File: src/rtl/fct_pkg.sv
// Package for the fault code table: field widths, request and result codes,
// the table entry type and the controller state type. No dependencies.
package fct_pkg;

    localparam int CODE_W      = 32;
    localparam int STATUS_W    = 8;
    localparam int MASK_W      = 8;
    localparam int REQ_W       = 3;
    localparam int SES_W       = 2;
    localparam int RC_W        = 4;
    localparam int MAX_RESULTS = 32;
    localparam int NRES_W      = $clog2(MAX_RESULTS + 1);

    typedef logic [REQ_W-1:0] t_req;
    typedef logic [RC_W-1:0]  t_rc;

    localparam t_req REQ_ADD     = 3'd0;
    localparam t_req REQ_SET     = 3'd1;
    localparam t_req REQ_CLEAR   = 3'd2;
    localparam t_req REQ_READ    = 3'd3;
    localparam t_req REQ_SESSION = 3'd4;

    localparam t_rc RC_ADDED     = 4'd0;
    localparam t_rc RC_FULL      = 4'd1;
    localparam t_rc RC_UNSUP     = 4'd2;
    localparam t_rc RC_EXISTS    = 4'd3;
    localparam t_rc RC_CLEARED   = 4'd4;
    localparam t_rc RC_DEFAULT   = 4'd5;
    localparam t_rc RC_MISSING   = 4'd6;
    localparam t_rc RC_SET       = 4'd7;
    localparam t_rc RC_CHANGED   = 4'd8;
    localparam t_rc RC_SAME      = 4'd9;
    localparam t_rc RC_ENTRY     = 4'd10;
    localparam t_rc RC_NONE      = 4'd11;

    typedef struct packed {
        logic [CODE_W-1:0]   code;
        logic [STATUS_W-1:0] status;
    } t_entry;

    typedef enum logic [1:0] {
        ST_IDLE,
        ST_WALK,
        ST_FINISH
    } t_state;

endpackage

File: src/rtl/fct_if.sv
// Valid/ready channel interfaces of the fault code table: request, response
// and configuration write. Depends on fct_pkg for the field widths.
interface fct_req_if;
    logic                          valid;
    logic                          ready;
    logic [fct_pkg::REQ_W-1:0]     req_type;
    logic [fct_pkg::CODE_W-1:0]    code;
    logic [fct_pkg::STATUS_W-1:0]  status;
    logic [fct_pkg::MASK_W-1:0]    mask;
    logic [fct_pkg::SES_W-1:0]     session;

    modport source (output valid, req_type, code, status, mask, session, input ready);
    modport sink   (input valid, req_type, code, status, mask, session, output ready);
endinterface

interface fct_rsp_if;
    logic                          valid;
    logic                          ready;
    logic [fct_pkg::RC_W-1:0]      result_code;
    logic [fct_pkg::CODE_W-1:0]    entry_code;
    logic [fct_pkg::STATUS_W-1:0]  entry_status;
    logic                          last;

    modport source (output valid, result_code, entry_code, entry_status, last, input ready);
    modport sink   (input valid, result_code, entry_code, entry_status, last, output ready);
endinterface

interface fct_cfg_if;
    logic                          valid;
    logic                          ready;
    logic [fct_pkg::STATUS_W-1:0]  supported_status;

    modport source (output valid, supported_status, input ready);
    modport sink   (input valid, supported_status, output ready);
endinterface

File: src/rtl/fct_cell.sv
// One storage cell of the fault code table ring: holds one entry and takes
// its neighbor's entry on a shift. Depends on fct_pkg for the entry type.
module fct_cell (
    input  logic            i_clk,
    input  logic            i_shift,
    input  fct_pkg::t_entry i_prev,
    output fct_pkg::t_entry o_entry
);
    import fct_pkg::*;

    t_entry r_entry;

    always_ff @(posedge i_clk) begin
        if (i_shift) begin
            r_entry <= i_prev;
        end
    end

    assign o_entry = r_entry;

endmodule

File: src/rtl/fault_code_table_top.sv
// Fault code table top level: ring of fct_cell entries and the request
// sequencer. Depends on fct_pkg, fct_if and fct_cell.

// The table is a ring of TABLE_DEPTH cells that, during a walk, rotates one
// place per cycle unless a stalled response holds it, past a single
// compare/update point at cell 0. Add, set-status and read-by-mask requests
// are accepted, take one full turn of the ring, close the walk and then
// deliver the final transaction; a stalled response holds the ring.
// Clear-all, set-session and requests refused up front are accepted and then
// deliver their transaction without a walk. One request is handled at a
// time; requests of an unknown type are dropped with no response. The
// supported-status register resets to all ones; the user must write it
// through the configuration channel only while no request is in progress,
// which the block itself does not enforce.
module fault_code_table_top #(
    parameter int TABLE_DEPTH = 32
) (
    input  logic  i_clk,
    input  logic  i_rst_n,
    fct_req_if.sink   i_req,
    fct_rsp_if.source o_rsp,
    fct_cfg_if.sink   i_cfg
);
    import fct_pkg::*;

    localparam int K_W = $clog2(TABLE_DEPTH + 1);
    localparam logic [K_W-1:0]    DEPTH_K = K_W'(TABLE_DEPTH);
    localparam logic [NRES_W-1:0] MAX_N   = NRES_W'(MAX_RESULTS);

    t_state                r_state, n_state;
    t_req                  r_op;
    logic [CODE_W-1:0]     r_code;
    logic [STATUS_W-1:0]   r_status;
    logic [STATUS_W-1:0]   r_allowed;
    logic [K_W-1:0]        r_step;
    logic [K_W-1:0]        r_count;
    logic [SES_W-1:0]      r_session;
    logic [STATUS_W-1:0]   r_sup;
    logic                  r_flag;
    logic                  r_pend_v;
    t_entry                r_pend;
    logic [NRES_W-1:0]     r_nres;
    t_rc                   r_fin_rc;
    logic                  r_out_v;
    t_rc                   r_out_rc;
    t_entry                r_out_entry;
    logic                  r_out_last;

    t_entry w_cell [TABLE_DEPTH];
    t_entry w_head;
    t_entry w_tail;
    logic   w_accept;
    logic   w_unsup;
    logic   w_exam;
    logic   w_hit_code;
    logic   w_hit_read;
    logic   w_can_push;
    logic   w_walking;
    logic   w_walk_end;
    logic   w_need_push;
    logic   w_shift;
    logic   w_push;
    t_rc    w_push_rc;
    t_entry w_push_entry;
    logic   w_push_last;

    // ring of cells, cell 0 is the compare point
    for (genvar g = 0; g < TABLE_DEPTH; g++) begin : g_cell
        if (g == TABLE_DEPTH - 1) begin : g_tail
            fct_cell u_cell (
                .i_clk   (i_clk),
                .i_shift (w_shift),
                .i_prev  (w_tail),
                .o_entry (w_cell[g])
            );
        end else begin : g_body
            fct_cell u_cell (
                .i_clk   (i_clk),
                .i_shift (w_shift),
                .i_prev  (w_cell[g+1]),
                .o_entry (w_cell[g])
            );
        end
    end

    assign w_head      = w_cell[0];
    assign i_req.ready = (r_state == ST_IDLE);
    assign i_cfg.ready = 1'b1;
    assign w_accept    = i_req.valid && i_req.ready;
    assign w_unsup     = |(i_req.status & ~r_sup);

    assign w_walking   = (r_state == ST_WALK) && (r_step != DEPTH_K);
    assign w_walk_end  = (r_state == ST_WALK) && (r_step == DEPTH_K);
    assign w_exam      = r_step < r_count;
    assign w_hit_code  = w_exam && (w_head.code == r_code);
    assign w_hit_read  = w_exam && (|(w_head.status & r_allowed)) && (r_nres < MAX_N);
    assign w_can_push  = !r_out_v || o_rsp.ready;
    assign w_need_push = (r_op == REQ_READ) && w_hit_read && r_pend_v;
    assign w_shift     = w_walking && (!w_need_push || w_can_push);

    // next state
    always_comb begin
        n_state = r_state;
        case (r_state)
            ST_IDLE: begin
                if (w_accept) begin
                    case (i_req.req_type)
                        REQ_ADD: begin
                            n_state = (r_count == DEPTH_K || w_unsup) ? ST_FINISH : ST_WALK;
                        end
                        REQ_SET:     n_state = w_unsup ? ST_FINISH : ST_WALK;
                        REQ_CLEAR:   n_state = ST_FINISH;
                        REQ_READ:    n_state = ST_WALK;
                        REQ_SESSION: n_state = ST_FINISH;
                        default:     n_state = ST_IDLE;
                    endcase
                end
            end
            ST_WALK: begin
                if (w_walk_end) begin
                    n_state = ST_FINISH;
                end
            end
            ST_FINISH: begin
                if (w_can_push) begin
                    n_state = ST_IDLE;
                end
            end
            default: n_state = ST_IDLE;
        endcase
    end

    // ring write-back and response pushes
    always_comb begin
        w_tail       = w_head;
        w_push       = 1'b0;
        w_push_rc    = r_fin_rc;
        w_push_entry = '0;
        w_push_last  = 1'b1;
        case (r_state)
            ST_WALK: begin
                if (r_op == REQ_ADD && r_step == r_count && !r_flag) begin
                    w_tail = '{code: r_code, status: r_status};
                end else if (r_op == REQ_SET && w_hit_code) begin
                    w_tail = '{code: w_head.code, status: r_status};
                end
                if (w_walking && w_need_push && w_can_push) begin
                    w_push       = 1'b1;
                    w_push_rc    = RC_ENTRY;
                    w_push_entry = r_pend;
                    w_push_last  = 1'b0;
                end
            end
            ST_FINISH: begin
                w_push = w_can_push;
                if (r_fin_rc == RC_ENTRY) begin
                    w_push_entry = r_pend;
                end
            end
            default: begin
            end
        endcase
    end

    always_ff @(posedge i_clk) begin
        if (!i_rst_n) begin
            r_state   <= ST_IDLE;
            r_count   <= '0;
            r_session <= '0;
            r_sup     <= '1;
            r_out_v   <= 1'b0;
            r_pend_v  <= 1'b0;
            r_flag    <= 1'b0;
            r_step    <= '0;
            r_nres    <= '0;
            r_op      <= REQ_ADD;
            r_fin_rc  <= RC_NONE;
        end else begin
            r_state <= n_state;

            if (i_cfg.valid && i_cfg.ready) begin
                r_sup <= i_cfg.supported_status;
            end

            if (w_accept) begin
                r_op      <= i_req.req_type;
                r_code    <= i_req.code;
                r_status  <= i_req.status;
                r_allowed <= i_req.mask & r_sup;
                r_step    <= '0;
                r_flag    <= 1'b0;
                r_pend_v  <= 1'b0;
                r_nres    <= '0;
                case (i_req.req_type)
                    REQ_ADD: begin
                        if (r_count == DEPTH_K) begin
                            r_fin_rc <= RC_FULL;
                        end else if (w_unsup) begin
                            r_fin_rc <= RC_UNSUP;
                        end
                    end
                    REQ_SET: begin
                        if (w_unsup) begin
                            r_fin_rc <= RC_UNSUP;
                        end
                    end
                    REQ_CLEAR: begin
                        if (r_session == '0) begin
                            r_fin_rc <= RC_DEFAULT;
                        end else begin
                            r_fin_rc <= RC_CLEARED;
                            r_count  <= '0;
                        end
                    end
                    REQ_SESSION: begin
                        if (r_session == i_req.session) begin
                            r_fin_rc <= RC_SAME;
                        end else begin
                            r_fin_rc  <= RC_CHANGED;
                            r_session <= i_req.session;
                        end
                    end
                    default: begin
                    end
                endcase
            end

            if (w_shift) begin
                r_step <= r_step + K_W'(1);
                if ((r_op == REQ_ADD || r_op == REQ_SET) && w_hit_code) begin
                    r_flag <= 1'b1;
                end
                if (r_op == REQ_READ && w_hit_read) begin
                    r_pend   <= w_head;
                    r_pend_v <= 1'b1;
                    r_nres   <= r_nres + NRES_W'(1);
                end
            end

            // decide the closing transaction after one full turn
            if (w_walk_end) begin
                case (r_op)
                    REQ_ADD: begin
                        r_fin_rc <= r_flag ? RC_EXISTS : RC_ADDED;
                        if (!r_flag) begin
                            r_count <= r_count + K_W'(1);
                        end
                    end
                    REQ_SET:  r_fin_rc <= r_flag ? RC_SET : RC_MISSING;
                    REQ_READ: r_fin_rc <= r_pend_v ? RC_ENTRY : RC_NONE;
                    default:  r_fin_rc <= RC_NONE;
                endcase
            end

            if (r_state == ST_FINISH && w_can_push) begin
                r_pend_v <= 1'b0;
            end

            if (w_push) begin
                r_out_v <= 1'b1;
            end else if (o_rsp.ready) begin
                r_out_v <= 1'b0;
            end
        end
    end

    always_ff @(posedge i_clk) begin
        if (w_push) begin
            r_out_rc    <= w_push_rc;
            r_out_entry <= w_push_entry;
            r_out_last  <= w_push_last;
        end
    end

    assign o_rsp.valid        = r_out_v;
    assign o_rsp.result_code  = r_out_rc;
    assign o_rsp.entry_code   = r_out_entry.code;
    assign o_rsp.entry_status = r_out_entry.status;
    assign o_rsp.last         = r_out_last;

    a_shift_in_walk: assert property (@(posedge i_clk) disable iff (!i_rst_n)
        w_shift |-> (r_state == ST_WALK))
        else $error("ring rotated outside a walk");

    a_count_bound: assert property (@(posedge i_clk) disable iff (!i_rst_n)
        r_count <= DEPTH_K)
        else $error("entry count beyond table depth");

    a_nres_bound: assert property (@(posedge i_clk) disable iff (!i_rst_n)
        r_nres <= MAX_N)
        else $error("read result count beyond limit");

    a_pend_read: assert property (@(posedge i_clk) disable iff (!i_rst_n)
        (r_pend_v && r_state != ST_IDLE) |-> (r_op == REQ_READ))
        else $error("pending entry held outside a read");

    a_push_room: assert property (@(posedge i_clk) disable iff (!i_rst_n)
        w_push |-> (!r_out_v || o_rsp.ready))
        else $error("response overwritten before it was taken");

endmodule
File: src/flat_wrapper.sv
// flat-port wrapper written by rule: the top's interface ports become plain ports
module fault_code_table_top_flat import fct_pkg::*;
#(
    parameter int TABLE_DEPTH = 32
)
  (i_clk, i_rst_n, i_req_valid, i_req_req_type, i_req_code, i_req_status, i_req_mask, i_req_session, i_req_ready, o_rsp_valid, o_rsp_result_code, o_rsp_entry_code, o_rsp_entry_status, o_rsp_last, o_rsp_ready, i_cfg_valid, i_cfg_supported_status, i_cfg_ready);
  fct_req_if i_req_i ();
  fct_rsp_if o_rsp_i ();
  fct_cfg_if i_cfg_i ();
  input  logic i_clk;
  input  logic i_rst_n;
  input wire logic [$bits(i_req_i.valid)-1:0] i_req_valid;
  input wire logic [$bits(i_req_i.req_type)-1:0] i_req_req_type;
  input wire logic [$bits(i_req_i.code)-1:0] i_req_code;
  input wire logic [$bits(i_req_i.status)-1:0] i_req_status;
  input wire logic [$bits(i_req_i.mask)-1:0] i_req_mask;
  input wire logic [$bits(i_req_i.session)-1:0] i_req_session;
  output wire logic [$bits(i_req_i.ready)-1:0] i_req_ready;
  output wire logic [$bits(o_rsp_i.valid)-1:0] o_rsp_valid;
  output wire logic [$bits(o_rsp_i.result_code)-1:0] o_rsp_result_code;
  output wire logic [$bits(o_rsp_i.entry_code)-1:0] o_rsp_entry_code;
  output wire logic [$bits(o_rsp_i.entry_status)-1:0] o_rsp_entry_status;
  output wire logic [$bits(o_rsp_i.last)-1:0] o_rsp_last;
  input wire logic [$bits(o_rsp_i.ready)-1:0] o_rsp_ready;
  input wire logic [$bits(i_cfg_i.valid)-1:0] i_cfg_valid;
  input wire logic [$bits(i_cfg_i.supported_status)-1:0] i_cfg_supported_status;
  output wire logic [$bits(i_cfg_i.ready)-1:0] i_cfg_ready;
  assign i_req_i.valid = i_req_valid;
  assign i_req_i.req_type = i_req_req_type;
  assign i_req_i.code = i_req_code;
  assign i_req_i.status = i_req_status;
  assign i_req_i.mask = i_req_mask;
  assign i_req_i.session = i_req_session;
  assign i_req_ready = i_req_i.ready;
  assign o_rsp_valid = o_rsp_i.valid;
  assign o_rsp_result_code = o_rsp_i.result_code;
  assign o_rsp_entry_code = o_rsp_i.entry_code;
  assign o_rsp_entry_status = o_rsp_i.entry_status;
  assign o_rsp_last = o_rsp_i.last;
  assign o_rsp_i.ready = o_rsp_ready;
  assign i_cfg_i.valid = i_cfg_valid;
  assign i_cfg_i.supported_status = i_cfg_supported_status;
  assign i_cfg_ready = i_cfg_i.ready;
  fault_code_table_top #(.TABLE_DEPTH(TABLE_DEPTH)) u_core (.i_clk(i_clk), .i_rst_n(i_rst_n), .i_req(i_req_i), .o_rsp(o_rsp_i), .i_cfg(i_cfg_i));
endmodule
File: config.mk
export PLATFORM = sky130hd
export DESIGN_NAME = fault_code_table_top_flat
export DESIGN_NICKNAME = d
export VERILOG_FILES = /design/src/rtl/fct_pkg.sv /design/src/rtl/fct_if.sv /design/src/rtl/fct_cell.sv /design/src/rtl/fault_code_table_top.sv /design/src/flat_wrapper.sv
export SDC_FILE = /design/constraint.sdc
export NUM_CORES = 1
export LEC_CHECK = 0
export BUFFER_PORTS_ARGS = -buffer_cell sky130_fd_sc_hd__buf_2
export CAP_MARGIN = 20
export CORE_MARGIN = 2
export CORE_UTILIZATION = 61
export CTS_CLUSTER_SIZE = 25
export DETAILED_ROUTE_END_ITERATION = 8
export PLACE_DENSITY_LB_ADDON = 0.25
export SETUP_SLACK_MARGIN = 0.2
export SLEW_MARGIN = 15
export SYNTH_ARGS = -nofsm -noshare
export SYNTH_HDL_FRONTEND = slang
export SYNTH_HIERARCHICAL = 1
export SYNTH_SLANG_ARGS = --single-unit
File: constraint.sdc
create_clock -name i_clk -period 36.4 [get_ports i_clk]
set_input_delay 0 -clock i_clk [delete_from_list [all_inputs] [get_ports i_clk]]
set_output_delay 0 -clock i_clk [all_outputs]
set_load 0.02 [all_outputs]
==> results of run 1 <==
-- cell usage after synthesis, types with 3 or more instances --
master / n
nand3_1: 12
buf_4: 4
mux2_4: 8
nand4_1: 12
xnor2_1: 32
nor2b_1: 9
o21ai_0: 17
o21ai_1: 7
inv_1: 25
nor3_1: 7
a31oi_1: 3
dfxtp_1: 40
nand2_1: 46
and2_1: 52
mux2_2: 19
clkbuf_1: 9
a21oi_1: 24
and3_1: 5
o211ai_1: 3
o22ai_1: 5
nand2b_1: 8
edfxtp_1: 1413
mux2i_1: 10
buf_6: 5
ha_1: 14
nor2_1: 25
mux2_1: 14
-- report_power, final --
part           internal, uW  switching (uW)
clock network           805             611
logic                  23.3            52.4
registers              1900            22.3
-- state kept, by name, summed over array words and instances, names as in the netlist, 32 cells and up --
signal	cells
u_core/o_rsp.entry_code	32
u_core/r_code	32
u_core/g_cell.g_body.u_cell/o_entry	1240
u_core/r_pend	40
u_core/g_cell.g_tail.u_cell/o_entry	40
-- final cells by class --
type / instances / area [um2]
clock buffer: 168 / 3570
timing repair buffer: 240 / 1900
multi-input combinational: 380 / 2780
sequential: 1453 / 43200
fill: 4074 / 21000
tap: 969 / 1210
inverter: 25 / 93.8
antenna: 3 / 7.51
clock inverter: 78 / 866
-- layer usage --
metal	GRT usage (%)	vias up
met1	28.6	9334
met2	27.3	564
met3	4.59	142
li1	-	8154
met5	0	-
met4	7.69	4
-- final timing paths --
kind | end | startpoint | slack (ns)
worst min-delay path | u_core/r_code[7] | i_req_code[7] | 0.03
worst max-delay path | u_core/g_cell[17].g_body.u_cell/o_entry[28] | u_core/r_count[4] | 30.10
worst max register to register | u_core/g_cell[17].g_body.u_cell/o_entry[28] | u_core/r_count[4] | 30.10
worst min register to register | u_core/g_cell[5].g_body.u_cell/o_entry[10] | u_core/g_cell[6].g_body.u_cell/o_entry[10] | 0.40
-- metrics by stage --
stage | cells | total power [uW] | cell area, um2 | setup WS, ns
floorplan | 1878 | 2060 | 46200 | 10.70
global placement | 2956 | 2010 | 48000 | 30.04
detailed placement | 2956 | 2020 | 48000 | 29.79
CTS | 3309 | 3430 | 53500 | 29.81
global route | 3314 | 3520 | 53600 | 29.50
finish | 3316 | 3410 | 53700 | 30.10
-- cells by family (layout without fill, tap and decap cells) --
logic type / after synthesis / in the layout
DFF: 1453 / 1453
buffers and inverters: 45 / 511
xor gates and xnor gates: 34 / 34
muxes: 51 / 51
AOI/OAI and AO/OA: 87 / 87
adders and majority gates: 14 / 14
other: 1 / 4
and+or+nand+nor: 193 / 193
-- worst max-delay path, delay by kind of cell (launching register included) --
family | cells | cell delay (ns)
flops | 1 | 0.42
compound gates | 4 | 0.72
buf+inv | 7 | 4.27
fa+ha+maj | 1 | 0.31
==> metrics, run 1 <==
first-pass detailed-route iteration total 5; TritonCTS Buffers 136; Post-Synth Simple-Gate Area 2.31%; root buffer cell clkbuf_16; Area growth, synth to finish 16.1%; setup TNS 0 ns; RSZ-0062 raised after global routing no; io pins 114; Worst slew margin 27.7%; port bufs 112; PD cells 63.6 mW/mm2; multiplexer area fraction after synthesis 1.28%; number of synthesized flops with an enable pin 1,413; vias in the first global route 18.0k; fin nets 2,316; drt initial violations 1,894; routed wire length 75.2 mm; synth unique cells 68; Seq cells post-synth 1,453; Die Width 279 um; largest net degree at the start of global routing 243; DR top layer met5; most frequent cells in the layout edfxtp_1 (1,413), clkbuf_16 (138), buf_2 (112); Via Count 18.2k; worst clock skew 0.0360 ns; first-pass GRT wire length 109 mm; main combinational cell family by area after synthesis simple AND/OR/NAND/NOR gates; height of the die 279 um; Synth Instances 1,878; Synth Area in XOR/XNOR 0.645%; Die ar. 0.0780 mm2; post-synth top area share 91.8%; register area share after synthesis 93.6%; cell taking the most area after synthesis edfxtp_1; Syn Std Cell Area 0.0462 mm2; WS Path Type reg2reg; Final GP Congestion 0.798; fin util 71.8%; syn_nets 1,958; MaxCap Viol Count 0; crit path max fanout 90; Global Route Usage Sum 19.0%; CTS Buffer Depth 3; Final Hold Fails 0; Post-CTS Resized 0; Via-to-Cell Ratio 5.49; DRC violations left 0; GR Overflow Total 0; Final Critical Period 6.30 ns; layout cells sized above 1 15.7%; Worst Tran Pin Value 1.08 ns; hold slack 0.0335 ns; num rows 100; most common flop cell mapped by yosys edfxtp_1; Fmax 0.159 GHz; Mean Syn Cell Area 24.6 um2; routed wl met2 34.7 mm; crit path cell chain inv_1 > ha_1 > o211a_1 > o31ai_2 > a41o_2 > a31oi_4 > buf_4 > buf_4 > buf_4 > buf_16 > buf_4 > buf_4; status finished, final reports clean; Slew Viols, Final 0; WP data required 36.73 ns; initial antenna violation count 8; Synth Area in Compound Gates 1.32%; Static Leak 0.0176 uW; TritonCTS sink count 1,453; Async SR Flop Fraction 0%; hold depth 2; Starting Density 61.9%; DR WL met3 4.08 mm; slowest stage delay, CP 0.94 ns; Final setup viols 0; startpoint types flip-flop; clk_lat worst skew 0.73 ns; final worst-path cycle share 17.3%; detailed placement HPWL 34.0 mm; Post-CTS Hold Fix Bufs 107; adder-cell share of the synthesized area 0.379%; Clk pin slew, worst setup/hold paths 0.09 ns; CP max stage cell buf_4; Core Area 0.0747 mm2; post-CTS setup buffers 0; Crit path arrival time 6.63 ns; CP dominant cell by count buf_4; HP Class in2reg; H-tree levels 4; DR WL/cell 22.7 um; Peak VDD IR 0.0534 mV; CTS tree yes; M1 WL 34.2 mm; ranking of synthesized cells by area edfxtp_1 (92%), dfxtp_1 (1.7%), and2_1 (0.70%), xnor2_1 (0.61%), mux2_2 (0.46%); critical path endpoint category flip-flop; Detail Route Antenna Nets 0; Warnings, synthesis 6; most common cell after layout, fill and taps aside edfxtp_1; FF-to-FF path depth 12
(Power assumes the default switching activity.)
==> run 2, diff against run 1 <==
- ABC_AREA: default -> 1
- clock period: 36.4 -> 5.98 ns (I/O delays scaled with it)
==> metrics, run 2 <==
PD cells 392 mW/mm2; Clk pin slew, worst setup/hold paths 0.06 ns; RSZ-0062 raised after global routing no; ranking of synthesized cells by area edfxtp_1 (91%), dfxtp_1 (1.7%), nand2_1 (1.6%), inv_1 (1.1%), nor2_1 (0.61%); Async SR Flop Fraction 0%; height of the die 280 um; root buffer cell clkbuf_16; Via Count 19.5k; Final Hold Fails 0; Reg-to-Reg End u_core/g_cell[20].g_body.u_cell/o_entry[12]; clk_lat worst skew 0.74 ns; Slew Viols, Final 0; number of flip-flops under the largest register name 1,240; most common cell after layout, fill and taps aside edfxtp_1; HP Class in2reg; FF-to-FF path depth 13; first-pass GRT wire length 115 mm; CTS Buffer Depth 3; most common flop cell mapped by yosys edfxtp_1; critical path endpoint category flip-flop; final worst-path cycle share 67.4%; Synth Instances 2,110; routed wire length 77.5 mm; TritonCTS Buffers 138; MaxCap Viol Count 0; GR Overflow Total 0; Non-Filler Instances 3,573; port bufs 112; post-route design area 0.0540 mm2; drt initial violations 2,018; number of synthesized flops with an enable pin 1,413; Worst slew margin 26.1%; CP Launch Point u_core/r_count[5]; startpoint types flip-flop; Global Route Usage Sum 19.9%; WP data required 6.34 ns; Post-synth top cells edfxtp_1 (1,413), nand2_1 (198), inv_1 (140), nor2_1 (76), nand3_1 (52); vias in the first global route 19.6k; num rows 101; Mean Syn Cell Area 22.0 um2; met1 global-route usage 27.9%; Die Width 280 um; Setup crit end u_core/g_cell[20].g_body.u_cell/o_entry[12]; io pins 114; count leader, synth edfxtp_1; Starting Density 61.3%; met2 GRT Util 30.7%; Worst Tran Pin Value 1.11 ns; syn_nets 2,190; Final GP Congestion 0.806; Final WS setup 1.95 ns; initial antenna violation count 3; Placed Cells 3,195; pre-CTS setup slack 1.86 ns; DR WL/cell 21.7 um; placed cell area 0.0483 mm2; register area share after synthesis 93.1%; Syn Std Cell Area 0.0464 mm2; Crit path arrival time 4.39 ns; crit path max fanout 186; first-pass detailed-route iteration total 5; Final setup viols 0; most frequent cells in the layout edfxtp_1 (1,413), nand2_1 (197), clkbuf_16 (139); CTS tree yes; origin of the critical flop-to-flop path u_core/r_count[5]; Core Area 0.0757 mm2; H-tree levels 4; cell taking the most area after synthesis edfxtp_1; detailed placement HPWL 34.7 mm; Detail Route Antenna Nets 0; TritonCTS sink count 1,453; Via-to-Cell Ratio 5.47; Static Leak 0.0181 uW; post-synth top area share 91.4%; Reg2Reg Setup Slack 1.95 ns; setup TNS 0 ns; status finished, final reports clean; Peak VDD IR 0.228 mV; Warnings, synthesis 6; fin nets 2,564; Final Critical Period 4.03 ns; WS Path Type reg2reg; worst clock skew 0.0307 ns; Area growth, synth to finish 16.3%; hold slack 0.0570 ns; Global Route met3 Usage 4.35%; hold depth 2; Die ar. 0.0783 mm2; synth unique cells 33; largest net degree at the start of global routing 204; Fmax 0.248 GHz; layout cells sized above 1 14.5%; DRC violations left 0; Seq cells post-synth 1,453; gr busiest metal met2
==> run 2: cell types whose count changed after synthesis, sizes merged, moves of 14 or more <==
cell | previous run | this run
o21ai | 24 | 38
inv | 25 | 140
xnor2 | 32 | 2
and2 | 52 | 0
mux2 | 41 | 18
xor2 | 2 | 20
nor2 | 26 | 100
nand3 | 14 | 52
nand2 | 46 | 199
==> run 2: routing by layer <==
layer  vias up  wire length (um)
li1       8694                 -
met5         -                12
met2       755             37000
met4         2              2440
met1      9880             33600
met3       208              4420
==> run 2: area by class of cell <==
| class | count | area [um2] |
|---|---|---|
| multi-input combinational | 496 | 2580 |
| clock buffer | 170 | 3590 |
| inverter | 142 | 537 |
| sequential | 1453 | 43200 |
| clock inverter | 80 | 767 |
| fill | 4173 | 21700 |
| antenna | 1 | 2.50 |
| timing repair buffer | 253 | 2050 |
| tap | 978 | 1220 |
==> run 2: power breakdown <==
group	internal [uW]	switching (uW)
registers	11900	198
logic	152	470
clock network	4760	3720
==> run 2: cells by family (layout without fill, tap and decap cells) <==
family	after synthesis	after routing	share of synthesized area, %
AOI/OAI and AO/OA	74	74	0.884
adders and majority gates	14	14	0.377
xor gates and xnor gates	22	22	0.415
buffers and inverters	161	645	1.39
and+or+nand+nor	367	367	3.38
DFF	1453	1453	93.1
other	1	2	0.00808
muxes	18	18	0.437
==> run 2: what timing repair did <==
item	4_1_cts	5_1_grt
endpoints found under the hold margin	89	0
gates resized for setup	0	0
buffers inserted	0	0
hold buffers	125	0
==> run 2: worst min path at each step <==
stage / startpoint / end / slack (ns)
2_1_floorplan: i_req_code[0] / u_core/r_code[0] / 0.1
3_3_place_gp: i_req_code[3] / u_core/r_code[3] / 0.18
3_5_place_dp: i_req_code[21] / u_core/r_code[21] / 0.18
4_1_cts: i_req_status[3] / u_core/r_status[3] / 0.004
5_1_grt: i_req_code[19] / u_core/r_code[19] / 0.03
6_report: i_req_code[19] / u_core/r_code[19] / 0.06
==> run 2: critical path, cell delays in order, from the launching register on <==
cell,delay (ns)
dfxtp_1,0.36
inv_1,0.09
ha_1,0.29
nand2_1,0.07
nor2_1,0.13
nand2_1,0.07
nand3_1,0.14
nor2_4,0.11
nand2_1,0.07
nand2_1,0.08
nand2_4,0.43
buf_16,0.31
buf_12,0.57
buf_4,0.58
==> run 2: metrics by stage <==
| step | power, uW | utilization [%] |
|---|---|---|
| 4_1_cts | 21300 | 71.2 |
| 6_report | 21100 | 71.3 |
| 3_3_place_gp | 12700 | 63.8 |
| 3_5_place_dp | 12800 | 63.8 |
| 5_1_grt | 21800 | 71.3 |
| 2_1_floorplan | 12600 | - |
